$ cat src/hw/rtl/kcs_pkg.sv
// shared types, constants and helpers of the key checksum server selector
`default_nettype none

package kcs_pkg;

    localparam int BYTE_W    = 8;
    localparam int SUM_W     = 16;
    localparam int CFG_W     = 9;
    localparam int DIV_W     = 32;
    localparam int STEP_W    = $clog2(DIV_W);
    localparam int CFG_MAX   = (1 << CFG_W) - 1;
    localparam logic [SUM_W-1:0] SUM_ONES = 16'hffff;

    typedef enum logic [1:0] {
        ST_ACCUM,
        ST_DIVIDE,
        ST_FINISH
    } state_t;

    // controller to datapath
    typedef struct packed {
        logic take;      // input transfer this cycle
        logic step;      // one remainder step
        logic load_out;  // move remainder into output register
    } cmd_t;

    // datapath to controller
    typedef struct packed {
        logic div_last;  // final remainder step this cycle
        logic out_free;  // output register can take a result
    } status_t;

    // ones' complement add with end-around carry
    function automatic logic [SUM_W-1:0] oc_add(input logic [SUM_W-1:0] acc,
                                                 input logic [SUM_W-1:0] word);
        logic [SUM_W:0] s;
        s = {1'b0, acc} + {1'b0, word};
        return s[SUM_W-1:0] + {{(SUM_W-1){1'b0}}, s[SUM_W]};
    endfunction

endpackage

`default_nettype wire

$ cat src/hw/rtl/key_checksum_server_select.sv
// top level of the key checksum server selector
`default_nettype none

// Key bytes arrive one per transfer and are paired little-endian into 16-bit
// words for a ones' complement checksum; a final odd byte counts as a low byte.
// The block takes one byte per cycle while accumulating. A transfer with tlast
// or tuser set ends the key: the inverted checksum, widened to 32 bits with an
// all-ones upper half, is reduced modulo the server count by a bit-serial
// remainder unit, one dividend bit per step, and the result is then loaded
// into the output register once that register is free, later if it is still
// held by a stalled sink. Input is not taken until the result is loaded. A server
// count of zero returns index 0 with the no-server flag; counts above
// MAX_SERVERS are treated as MAX_SERVERS. Write the count only while idle.
module key_checksum_server_select
    import kcs_pkg::*;
#(
    parameter int MAX_SERVERS = 256
) (
    input  wire logic             aclk,
    input  wire logic             aresetn,
    input  wire logic             cfg_valid,
    output logic                  cfg_ready,
    input  wire logic [CFG_W-1:0] cfg_data,   // server_count
    input  wire logic             s_tvalid,
    output logic                  s_tready,
    input  wire logic [7:0]       s_tdata,    // [7:0] key_byte
    input  wire logic             s_tlast,    // last_byte
    input  wire logic             s_tuser,    // [0] empty_key
    output logic                  m_tvalid,
    input  wire logic             m_tready,
    output logic [7:0]            m_tdata,    // [7:0] server_index
    output logic                  m_tuser     // [0] no_server
);

    cmd_t    cmd;
    status_t status;

    assign cfg_ready = 1'b1;

    kcs_ctrl u_ctrl (
        .aclk     (aclk),
        .aresetn  (aresetn),
        .s_tvalid (s_tvalid),
        .s_tlast  (s_tlast),
        .s_tuser  (s_tuser),
        .s_tready (s_tready),
        .status   (status),
        .cmd      (cmd)
    );

    kcs_datapath #(
        .MAX_SERVERS (MAX_SERVERS)
    ) u_datapath (
        .aclk      (aclk),
        .aresetn   (aresetn),
        .cfg_we    (cfg_valid && cfg_ready),
        .cfg_data  (cfg_data),
        .key_byte  (s_tdata),
        .last_byte (s_tlast),
        .empty_key (s_tuser),
        .cmd       (cmd),
        .status    (status),
        .m_tvalid  (m_tvalid),
        .m_tready  (m_tready),
        .m_tdata   (m_tdata),
        .m_tuser   (m_tuser)
    );

    // no-server results always carry index zero
    a_none_index: assert property (@(posedge aclk) disable iff (!aresetn)
        (m_tvalid && m_tuser) |-> (m_tdata == '0))
        else $error("no-server result with nonzero index");

    // a result is only loaded when the output register has room
    a_load_room: assert property (@(posedge aclk) disable iff (!aresetn)
        cmd.load_out |-> status.out_free)
        else $error("result loaded over a pending one");

    // after a key-end transfer the input stays closed while the remainder runs
    a_key_end_stall: assert property (@(posedge aclk) disable iff (!aresetn)
        (s_tvalid && s_tready && (s_tlast || s_tuser)) |=> (!s_tready && cmd.step))
        else $error("input open during remainder steps");

endmodule

`default_nettype wire

$ cat src/hw/rtl/kcs_ctrl.sv
// sequencing of byte intake, remainder steps and result hand-off
`default_nettype none

module kcs_ctrl
    import kcs_pkg::*;
(
    input  wire logic    aclk,
    input  wire logic    aresetn,
    input  wire logic    s_tvalid,
    input  wire logic    s_tlast,
    input  wire logic    s_tuser,
    output logic         s_tready,
    input  wire status_t status,
    output cmd_t         cmd
);

    state_t state_reg, state_next;

    always_ff @(posedge aclk) begin
        if (!aresetn) begin
            state_reg <= ST_ACCUM;
        end else begin
            state_reg <= state_next;
        end
    end

    always_comb begin
        state_next   = state_reg;
        s_tready     = 1'b0;
        cmd.take     = 1'b0;
        cmd.step     = 1'b0;
        cmd.load_out = 1'b0;
        case (state_reg)
            ST_ACCUM: begin
                s_tready = 1'b1;
                if (s_tvalid) begin
                    cmd.take = 1'b1;
                    if (s_tlast || s_tuser) begin
                        state_next = ST_DIVIDE;
                    end
                end
            end
            ST_DIVIDE: begin
                cmd.step = 1'b1;
                if (status.div_last) begin
                    state_next = ST_FINISH;
                end
            end
            ST_FINISH: begin
                if (status.out_free) begin
                    cmd.load_out = 1'b1;
                    state_next   = ST_ACCUM;
                end
            end
            default: begin
                state_next = ST_ACCUM;
            end
        endcase
    end

endmodule

`default_nettype wire

$ cat src/hw/rtl/kcs_datapath.sv
// checksum accumulator, bit-serial remainder unit and output register
`default_nettype none

module kcs_datapath
    import kcs_pkg::*;
#(
    parameter int MAX_SERVERS = 256
) (
    input  wire logic              aclk,
    input  wire logic              aresetn,
    input  wire logic              cfg_we,
    input  wire logic [CFG_W-1:0]  cfg_data,
    input  wire logic [BYTE_W-1:0] key_byte,
    input  wire logic              last_byte,
    input  wire logic              empty_key,
    input  wire cmd_t              cmd,
    output status_t                status,
    output logic                   m_tvalid,
    input  wire logic              m_tready,
    output logic [BYTE_W-1:0]      m_tdata,
    output logic                   m_tuser
);

    localparam int CLAMP = (MAX_SERVERS > CFG_MAX) ? CFG_MAX : MAX_SERVERS;

    logic [CFG_W-1:0]  server_count_reg;
    logic [SUM_W-1:0]  sum_reg, sum_next;
    logic              odd_reg, odd_next;
    logic [BYTE_W-1:0] held_reg, held_next;
    logic [DIV_W-1:0]  dividend_reg;
    logic [CFG_W-1:0]  rem_reg;
    logic [STEP_W-1:0] step_reg;
    logic              out_valid_reg;
    logic [BYTE_W-1:0] out_index_reg;
    logic              out_none_reg;

    logic [CFG_W-1:0]  count;
    logic              key_end;
    logic              add_en;
    logic [SUM_W-1:0]  word;
    logic [SUM_W-1:0]  sum_added;
    logic [CFG_W:0]    trial;
    logic [CFG_W:0]    trial_sub;

    always_comb begin
        if (32'(server_count_reg) > MAX_SERVERS) begin
            count = CFG_W'(CLAMP);
        end else begin
            count = server_count_reg;
        end
    end

    assign key_end = last_byte || empty_key;

    // word to fold in this transfer; an odd byte closes as a low byte at key end
    always_comb begin
        add_en = 1'b0;
        word   = '0;
        if (empty_key) begin
            add_en = odd_reg;
            word   = {{BYTE_W{1'b0}}, held_reg};
        end else if (odd_reg) begin
            add_en = 1'b1;
            word   = {key_byte, held_reg};
        end else if (last_byte) begin
            add_en = 1'b1;
            word   = {{BYTE_W{1'b0}}, key_byte};
        end
    end

    assign sum_added = add_en ? oc_add(sum_reg, word) : sum_reg;

    always_comb begin
        sum_next  = sum_reg;
        odd_next  = odd_reg;
        held_next = held_reg;
        if (cmd.take) begin
            if (key_end) begin
                sum_next  = '0;
                odd_next  = 1'b0;
                held_next = '0;
            end else if (odd_reg) begin
                sum_next  = sum_added;
                odd_next  = 1'b0;
                held_next = '0;
            end else begin
                odd_next  = 1'b1;
                held_next = key_byte;
            end
        end
    end

    always_ff @(posedge aclk) begin
        if (!aresetn) begin
            server_count_reg <= '0;
            sum_reg          <= '0;
            odd_reg          <= 1'b0;
            held_reg         <= '0;
        end else begin
            if (cfg_we) begin
                server_count_reg <= cfg_data;
            end
            sum_reg  <= sum_next;
            odd_reg  <= odd_next;
            held_reg <= held_next;
        end
    end

    // restoring remainder, one dividend bit per step, msb first
    assign trial     = {rem_reg, dividend_reg[DIV_W-1]};
    assign trial_sub = trial - {1'b0, count};

    always_ff @(posedge aclk) begin
        if (cmd.take && key_end) begin
            dividend_reg <= {SUM_ONES, ~sum_added};
            rem_reg      <= '0;
            step_reg     <= '0;
        end else if (cmd.step) begin
            dividend_reg <= {dividend_reg[DIV_W-2:0], 1'b0};
            rem_reg      <= (trial >= {1'b0, count}) ? trial_sub[CFG_W-1:0]
                                                     : trial[CFG_W-1:0];
            step_reg     <= step_reg + STEP_W'(1);
        end
    end

    assign status.div_last = cmd.step && (step_reg == STEP_W'(DIV_W - 1));
    assign status.out_free = !out_valid_reg || m_tready;

    always_ff @(posedge aclk) begin
        if (!aresetn) begin
            out_valid_reg <= 1'b0;
        end else if (cmd.load_out) begin
            out_valid_reg <= 1'b1;
        end else if (m_tready) begin
            out_valid_reg <= 1'b0;
        end
    end

    always_ff @(posedge aclk) begin
        if (cmd.load_out) begin
            out_none_reg  <= (count == '0);
            out_index_reg <= (count == '0) ? '0 : rem_reg[BYTE_W-1:0];
        end
    end

    assign m_tvalid = out_valid_reg;
    assign m_tdata  = out_index_reg;
    assign m_tuser  = out_none_reg;

endmodule

`default_nettype wire

$ cat config.mk
export PLATFORM = sky130hd
export DESIGN_NAME = key_checksum_server_select
export DESIGN_NICKNAME = d
export VERILOG_FILES = /design/src/hw/rtl/kcs_pkg.sv /design/src/hw/rtl/key_checksum_server_select.sv /design/src/hw/rtl/kcs_ctrl.sv /design/src/hw/rtl/kcs_datapath.sv
export SDC_FILE = /design/constraint.sdc
export NUM_CORES = 1
export LEC_CHECK = 0
export ABC_AREA = 0
export ABC_CLOCK_PERIOD_IN_PS = 4500
export BUFFER_PORTS_ARGS = -buffer_cell sky130_fd_sc_hd__buf_2
export CAP_MARGIN = 20
export CORE_MARGIN = 3
export CORE_UTILIZATION = 40
export DETAILED_ROUTE_END_ITERATION = 6
export GPL_ROUTABILITY_DRIVEN = 0
export SYNTH_ARGS = -nofsm -noshare
export SYNTH_HDL_FRONTEND = slang
export SYNTH_SLANG_ARGS = --single-unit
$ cat constraint.sdc
create_clock -name aclk -period 4.5 [get_ports aclk]
set_input_delay 0.225 -clock aclk [delete_from_list [all_inputs] [get_ports aclk]]
set_output_delay 0.225 -clock aclk [all_outputs]
set_load 0.03 [all_outputs]
# After elaboration in Yosys (flattened, before gate mapping)
# Index checks and enable logic that the tools add are counted.
[op_classes]
add_sub_neg = 4
mul = 0
div_mod_pow = 0
magnitude_cmp = 2
eq_ne = 7
shifts = 0
n_mux = 30
bitwise = 1
reduce_logical = 12
[ops]
columns = ["op", "count"]
rows = [
  ["16-bit two-way mux", 7],
  ["8-bit two-way mux", 3],
  ["9-bit two-way mux", 2],
  ["16-bit by 16-bit adder with 17-bit output", 1],
  ["16-bit by 1-bit adder with 16-bit output", 1],
  ["16-bit NOT", 1],
  ["1-bit two-way mux", 13],
  ["10-bit by 9-bit >= comparator with 1-bit output", 1],
  ["9-bit > comparator, second input constant", 1],
  ["9-bit zero test", 1],
  ["9-bit subtractor", 1],
  ["2-bit two-way mux", 4],
  ["2-bit inequality test, second input constant", 3],
  ["2-bit one-hot mux with 3 select lines", 1],
  ["2-bit nonzero test", 3],
  ["5-bit by 1-bit adder with 5-bit output, second input constant", 1],
  ["5-bit equality test, second input constant", 1],
  ["4-bit AND reduction", 1],
  ["2-bit by 1-bit equality test with 1-bit output, second input constant", 1],
  ["2-bit equality test, second input constant", 1],
  ["1-bit logical AND", 2],
  ["2-bit zero test", 1],
  ["1-bit logical OR", 2],
  ["2-bit by 1-bit inequality test with 1-bit output, second input constant", 1],
  ["other kinds (2)", 2],
]
[word_totals]
register_bits = 92
latch_bits = 0
ram_bits = 0
mem_bits_ro = 0
inputBits = 24
out_inout_bits = 12
word_cells = 68
memories = 0

# Depth between registers and ports, before layout
[logic_depth]
ltp_word = 8
mapped_depth = 26
depth_no_buf = 23

# Cells and area by module
# Synthesis repeated with hierarchy kept, for this count alone.
[unflattened]
cells_unflattened = 633
hier_area_um2 = 5530.3
[modules_own_cells]
columns = ["module", "instances", "cells_each", "area_each_um2", "seq_area_each_um2"]
rows = [
  ["kcs_datapath", 1, 619, 5396.4, 2052.0],
  ["kcs_ctrl", 1, 12, 122.6, 40.0],
  ["key_checksum_server_select", 1, 2, 11.3, 0.0],
]

# Worst setup path after synthesis
# Ideal clock, no wire load.
[synth_path]
path_type = "flip-flop to flip-flop"
start = "register u_datapath.odd_reg"
end = "register u_datapath.dividend_reg[15] (data pin)"
arrival_ps = 4596
required_ps = 4231
slack_ps = -365
path_stages_with_launch = 26
n_path_buf = 3
period_less_slack_ps = 4865
path_cell_list = "dfxtp_1 clkbuf_1 or2_2 clkbuf_1 clkbuf_1 o21ai_0 ha_1 fa_1 and3_1 o2111ai_1 and2_1 o21a_1 nor2_1 nand2_1 nand2_1 a21o_1 ha_1 and3_1 nand3_1 nor4_4 and3b_1 and4bb_1 a31oi_1 a211o_1 mux2i_1 o311ai_1"
[synth_between]
elab_chain_cells = 7
word_cells_on_any_way = 9
classes_between = "add/sub: 2; mux: 6; bitwise: 1"
[synth_rtl]
columns = ["item", "line", "rtl"]
rows = [
  ["start, declared", "kcs_datapath.sv:28", "logic odd_reg, odd_next;"],
  ["start signal, assigned", "kcs_datapath.sv:104", "odd_reg <= odd_next;"],
  ["16-bit two-way mux", "kcs_datapath.sv:62", "end else if (odd_reg) begin"],
  ["16-bit two-way mux", "kcs_datapath.sv:59", "if (empty_key) begin"],
  ["16-bit by 16-bit adder with 17-bit output", "kcs_pkg.sv:37", "s = {1'b0, acc} + {1'b0, word};"],
  ["16-bit by 1-bit adder with 16-bit output", "kcs_pkg.sv:38", "return s[SUM_W-1:0] + {{(SUM_W-1){1'b0}}, s[SUM_W]};"],
  ["16-bit two-way mux *", "kcs_datapath.sv:71", "assign sum_added = add_en ? oc_add(sum_reg, word) : sum_reg;"],
  ["16-bit NOT *", "kcs_datapath.sv:115", "dividend_reg <= {SUM_ONES, ~sum_added};"],
  ["16-bit two-way mux *", "kcs_datapath.sv:114", "if (cmd.take && key_end) begin"],
  ["end signal, assigned", "kcs_datapath.sv:115", ""],
  ["end signal, assigned", "kcs_datapath.sv:119", "dividend_reg <= {dividend_reg[DIV_W-2:0], 1'b0};"],
  ["end, declared", "kcs_datapath.sv:30", "logic [DIV_W-1:0] dividend_reg;"],
]
# Every way passes the cells marked *; elsewhere a longest branch is shown, timed or not.
# A chain may end at the register's enable or synchronous reset.

# Worst setup path after layout
# Ends and elaborated chain as after synthesis.

==> out/results.txt <==
slowest CP cell -> fa_2
hold_ws -> 0.1430 ns
power per cell area -> 391.5 nW/um^2
reg2reg start -> u_datapath.odd_reg
Ys Warns -> 0
Synth Instances -> 624
syn nets -> 681
post-layout util -> 47.60%
grt met3 use -> 3.621%
main combinational cell family by area after synthesis -> simple AND/OR/NAND/NOR gates
WL/cell -> 14.20 um
DR pass1 iterations -> 4
hold_buf cts -> 0
ANT nets after route -> 0
Ant. Diodes -> 0
Post-DP Area -> 5818 um^2
Most common cell on crit path -> nand2_1
Adder-Cell Fraction of Synth Area -> 7.966%
Initial Util -> 41.72%
Worst VDD drop -> 186.1 uV
number of buffers created by CTS -> 9
Crit path largest cell delay -> 0.40 ns
Iteration-0 DRC Markers -> 312
RSZ-0062 raised after global routing -> yes
GR Util met1 -> 21.34%
Critical Path End -> u_datapath.dividend_reg[15]
Setup violations, final -> 0
max-cap check violation count -> 0
H-tree depth -> 3
ranking of synthesized cells by area -> dfxtp_1, edfxtp_1, ha_1
CP startpoint kind -> register
WS Path Type -> reg2reg
share of layout cells above drive strength 1 -> 13.73%
Port Buffers -> 34
Mapped Area -> 5371 um^2
class of the worst hold path -> in2reg
Total GRT Usage -> 16.43%
Data required, critical path -> 4.57 ns
clk root buf -> clkbuf_16
Fin. Hold Viols -> 0
Worst Setup End Kind -> register
gr busiest metal -> met2
Post-Layout Cell Count -> 835
Commonest cells post-synth -> nand2_1, dfxtp_1, nor2_1
Pleak -> 0.002556 uW
die footprint -> 14850 um^2
Post-Synth Simple-Gate Area -> 23.69%
post-synthesis mux area share -> 2.819%
predominant post-synthesis flop cell -> dfxtp_1
GR met2 Demand/Resource -> 27.14%
Post-CTS Setup Bufs -> 0
post-synthesis xor/xnor area fraction -> 5.218%
CP Max Fanout -> 8
post-cts sizing count -> 0
number of flops mapped to enable cells by yosys -> 25
Final period util -> 95.84%
Row Count -> 41
status -> finished, final reports clean
register area share after synthesis -> 38.95%
Via density -> 5.291
Max Slew Vio Count -> 0
asr flop ratio synth -> 0%
CTS Buffer Depth -> 2
FF-to-FF setup slack -> 0.19 ns
Compound-Gate Fraction of Synth Area -> 18.40%
Worst Setup SP -> u_datapath.odd_reg
R2R Path End -> u_datapath.dividend_reg[15]
min Tclk post-route -> 4.313 ns
Total Wirelength -> 11860 um
Worst Max-Slew Pin Slew -> 1.019 ns
placed cell count -> 818
Fmax achieved -> 231.9 MHz
top cell type's share of synthesized area -> 24.97%
Yosys top cell by area -> dfxtp_1
CTS sink count -> 92
height of the die -> 121.9 um
Design Area, Final -> 6130 um^2
pin count of the biggest net entering global routing -> 53
Ports -> 36
Avg Inst Size Synth -> 8.608 um^2
area grow syn2layout -> 14.12%
Yosys reg bits -> 92
# nets final -> 715
Post-route DRC -> 0
CTS clk-pin slew, worst paths -> 0.07 ns
vias in the first global route -> 4185
Fill cells -> 1249
clk_skew -> 0.008000 ns
Final Power -> 2400 uW
CTS tree -> yes
first-pass GRT wire length -> 19800 um
Synth cell types -> 59
Slew HR -> 31.78%
count leader, synth -> nand2_1
GRT Residual Overflow -> 0
R2R cell count -> 23
die width -> 121.9 um
Worst-Skew Late Latency -> 0.34 ns
max reg flops -> 32
DR vias -> 4418
half-perimeter wire length after placement -> 8872 um
core area -> 12880 um^2
CP arrival -> 4.39 ns
critical path cell sequence -> or2_4 > nand2_1 > o21ai_2 > ha_2 > fa_2 > and3_4 > o2111ai_2 > and2_4 > o21a_1 > nor2_4 > nand2_1 > nand2_1 > a21o_1 > ha_2 > and3_4 > nand3_4 > nor4_4 > and3b_1 > and4bb_1 > and2_4 > a211o_1 > mux2i_1 > o311ai_1
initial antenna violation count -> 0
[cells by family (layout without fill, tap and decap cells)]
family	after synthesis	in the layout
fa+ha+maj	33	33
simple gates	257	258
xor+xnor	32	32
buf+inv	40	78
mux	15	15
compound gates	154	154
flops	92	92
other cells	1	1
[power breakdown]
group	internal, uW	switching [uW]
Clock	415	334
Sequential	943	55.4
Combinational	286	367
Total	1640	756
[placed cells by master, fill, tap and decap left out, drive strengths merged, types with 7 or more instances in the layout]
cell type / netlist / routed
nand3: 13 / 13
inv: 10 / 13
nand2: 73 / 73
a21o: 12 / 12
a21oi: 36 / 36
o21ai: 53 / 53
a22oi: 17 / 17
ha: 31 / 31
and3: 8 / 8
xor2: 12 / 12
nor2b: 40 / 40
mux2i: 14 / 14
nor2: 65 / 65
buf: 2 / 51
edfxtp: 25 / 25
and2: 23 / 23
clkbuf: 27 / 11
xnor2: 20 / 20
or2: 6 / 7
dfxtp: 67 / 67
nor3: 7 / 7
[worst max-delay path: cells and delay by family, from the launching register on]
kind / cells / cell delay [ns]
adder cells (fa/ha/maj): 3 / 0.78
flip-flops: 1 / 0.33
AND/OR/NAND/NOR: 13 / 1.78
AO/OA/AOI/OAI: 6 / 0.98
multiplexers: 1 / 0.16
[routing by layer]
metal	vias to the layer above	share of wire, %
met5	-	0
met4	0	2.2
met3	20	3.7
met2	84	47
met1	2047	47
li1	2267	-
[through the flow]
step / setup slack [ns] / setup TNS, ns
after floorplan: 0.003574 / 0
after global placement: 0.07666 / 0
after detailed placement: 0.04754 / 0
after CTS: 0.02459 / 0
after global routing: -0.05428 / -0.05428
final: 0.1872 / 0
[cell type report]
| cell class | instances | area [um^2] | area share, % |
|---|---|---|---|
| Clock buffer | 11 | 254.0 | 4.144 |
| Clock inverter | 5 | 40.04 | 0.6532 |
| Inverter | 11 | 41.29 | 0.6736 |
| Multi-Input combinational cell | 493 | 3188 | 52.01 |
| Sequential cell | 92 | 2093 | 34.15 |
| Tap cell | 172 | 215.2 | 3.511 |
| Timing Repair Buffer | 51 | 297.8 | 4.858 |
[worst min path at each step]
stage	end	slack, ns	from	depth (start not counted)
2_1_floorplan	u_datapath.sum_reg[10]	0.38	aresetn	1
3_3_place_gp	u_datapath.step_reg[4]	0.45	u_datapath.step_reg[4]	2
3_5_place_dp	u_datapath.step_reg[4]	0.46	u_datapath.step_reg[4]	2
4_1_cts	u_datapath.server_count_reg[5]	0.13	cfg_data[5]	3
5_1_grt	u_datapath.server_count_reg[6]	0.15	cfg_data[6]	3
6_report	u_datapath.server_count_reg[5]	0.14	cfg_data[5]	3
Note: power is estimated with default switching activity, not from simulation.
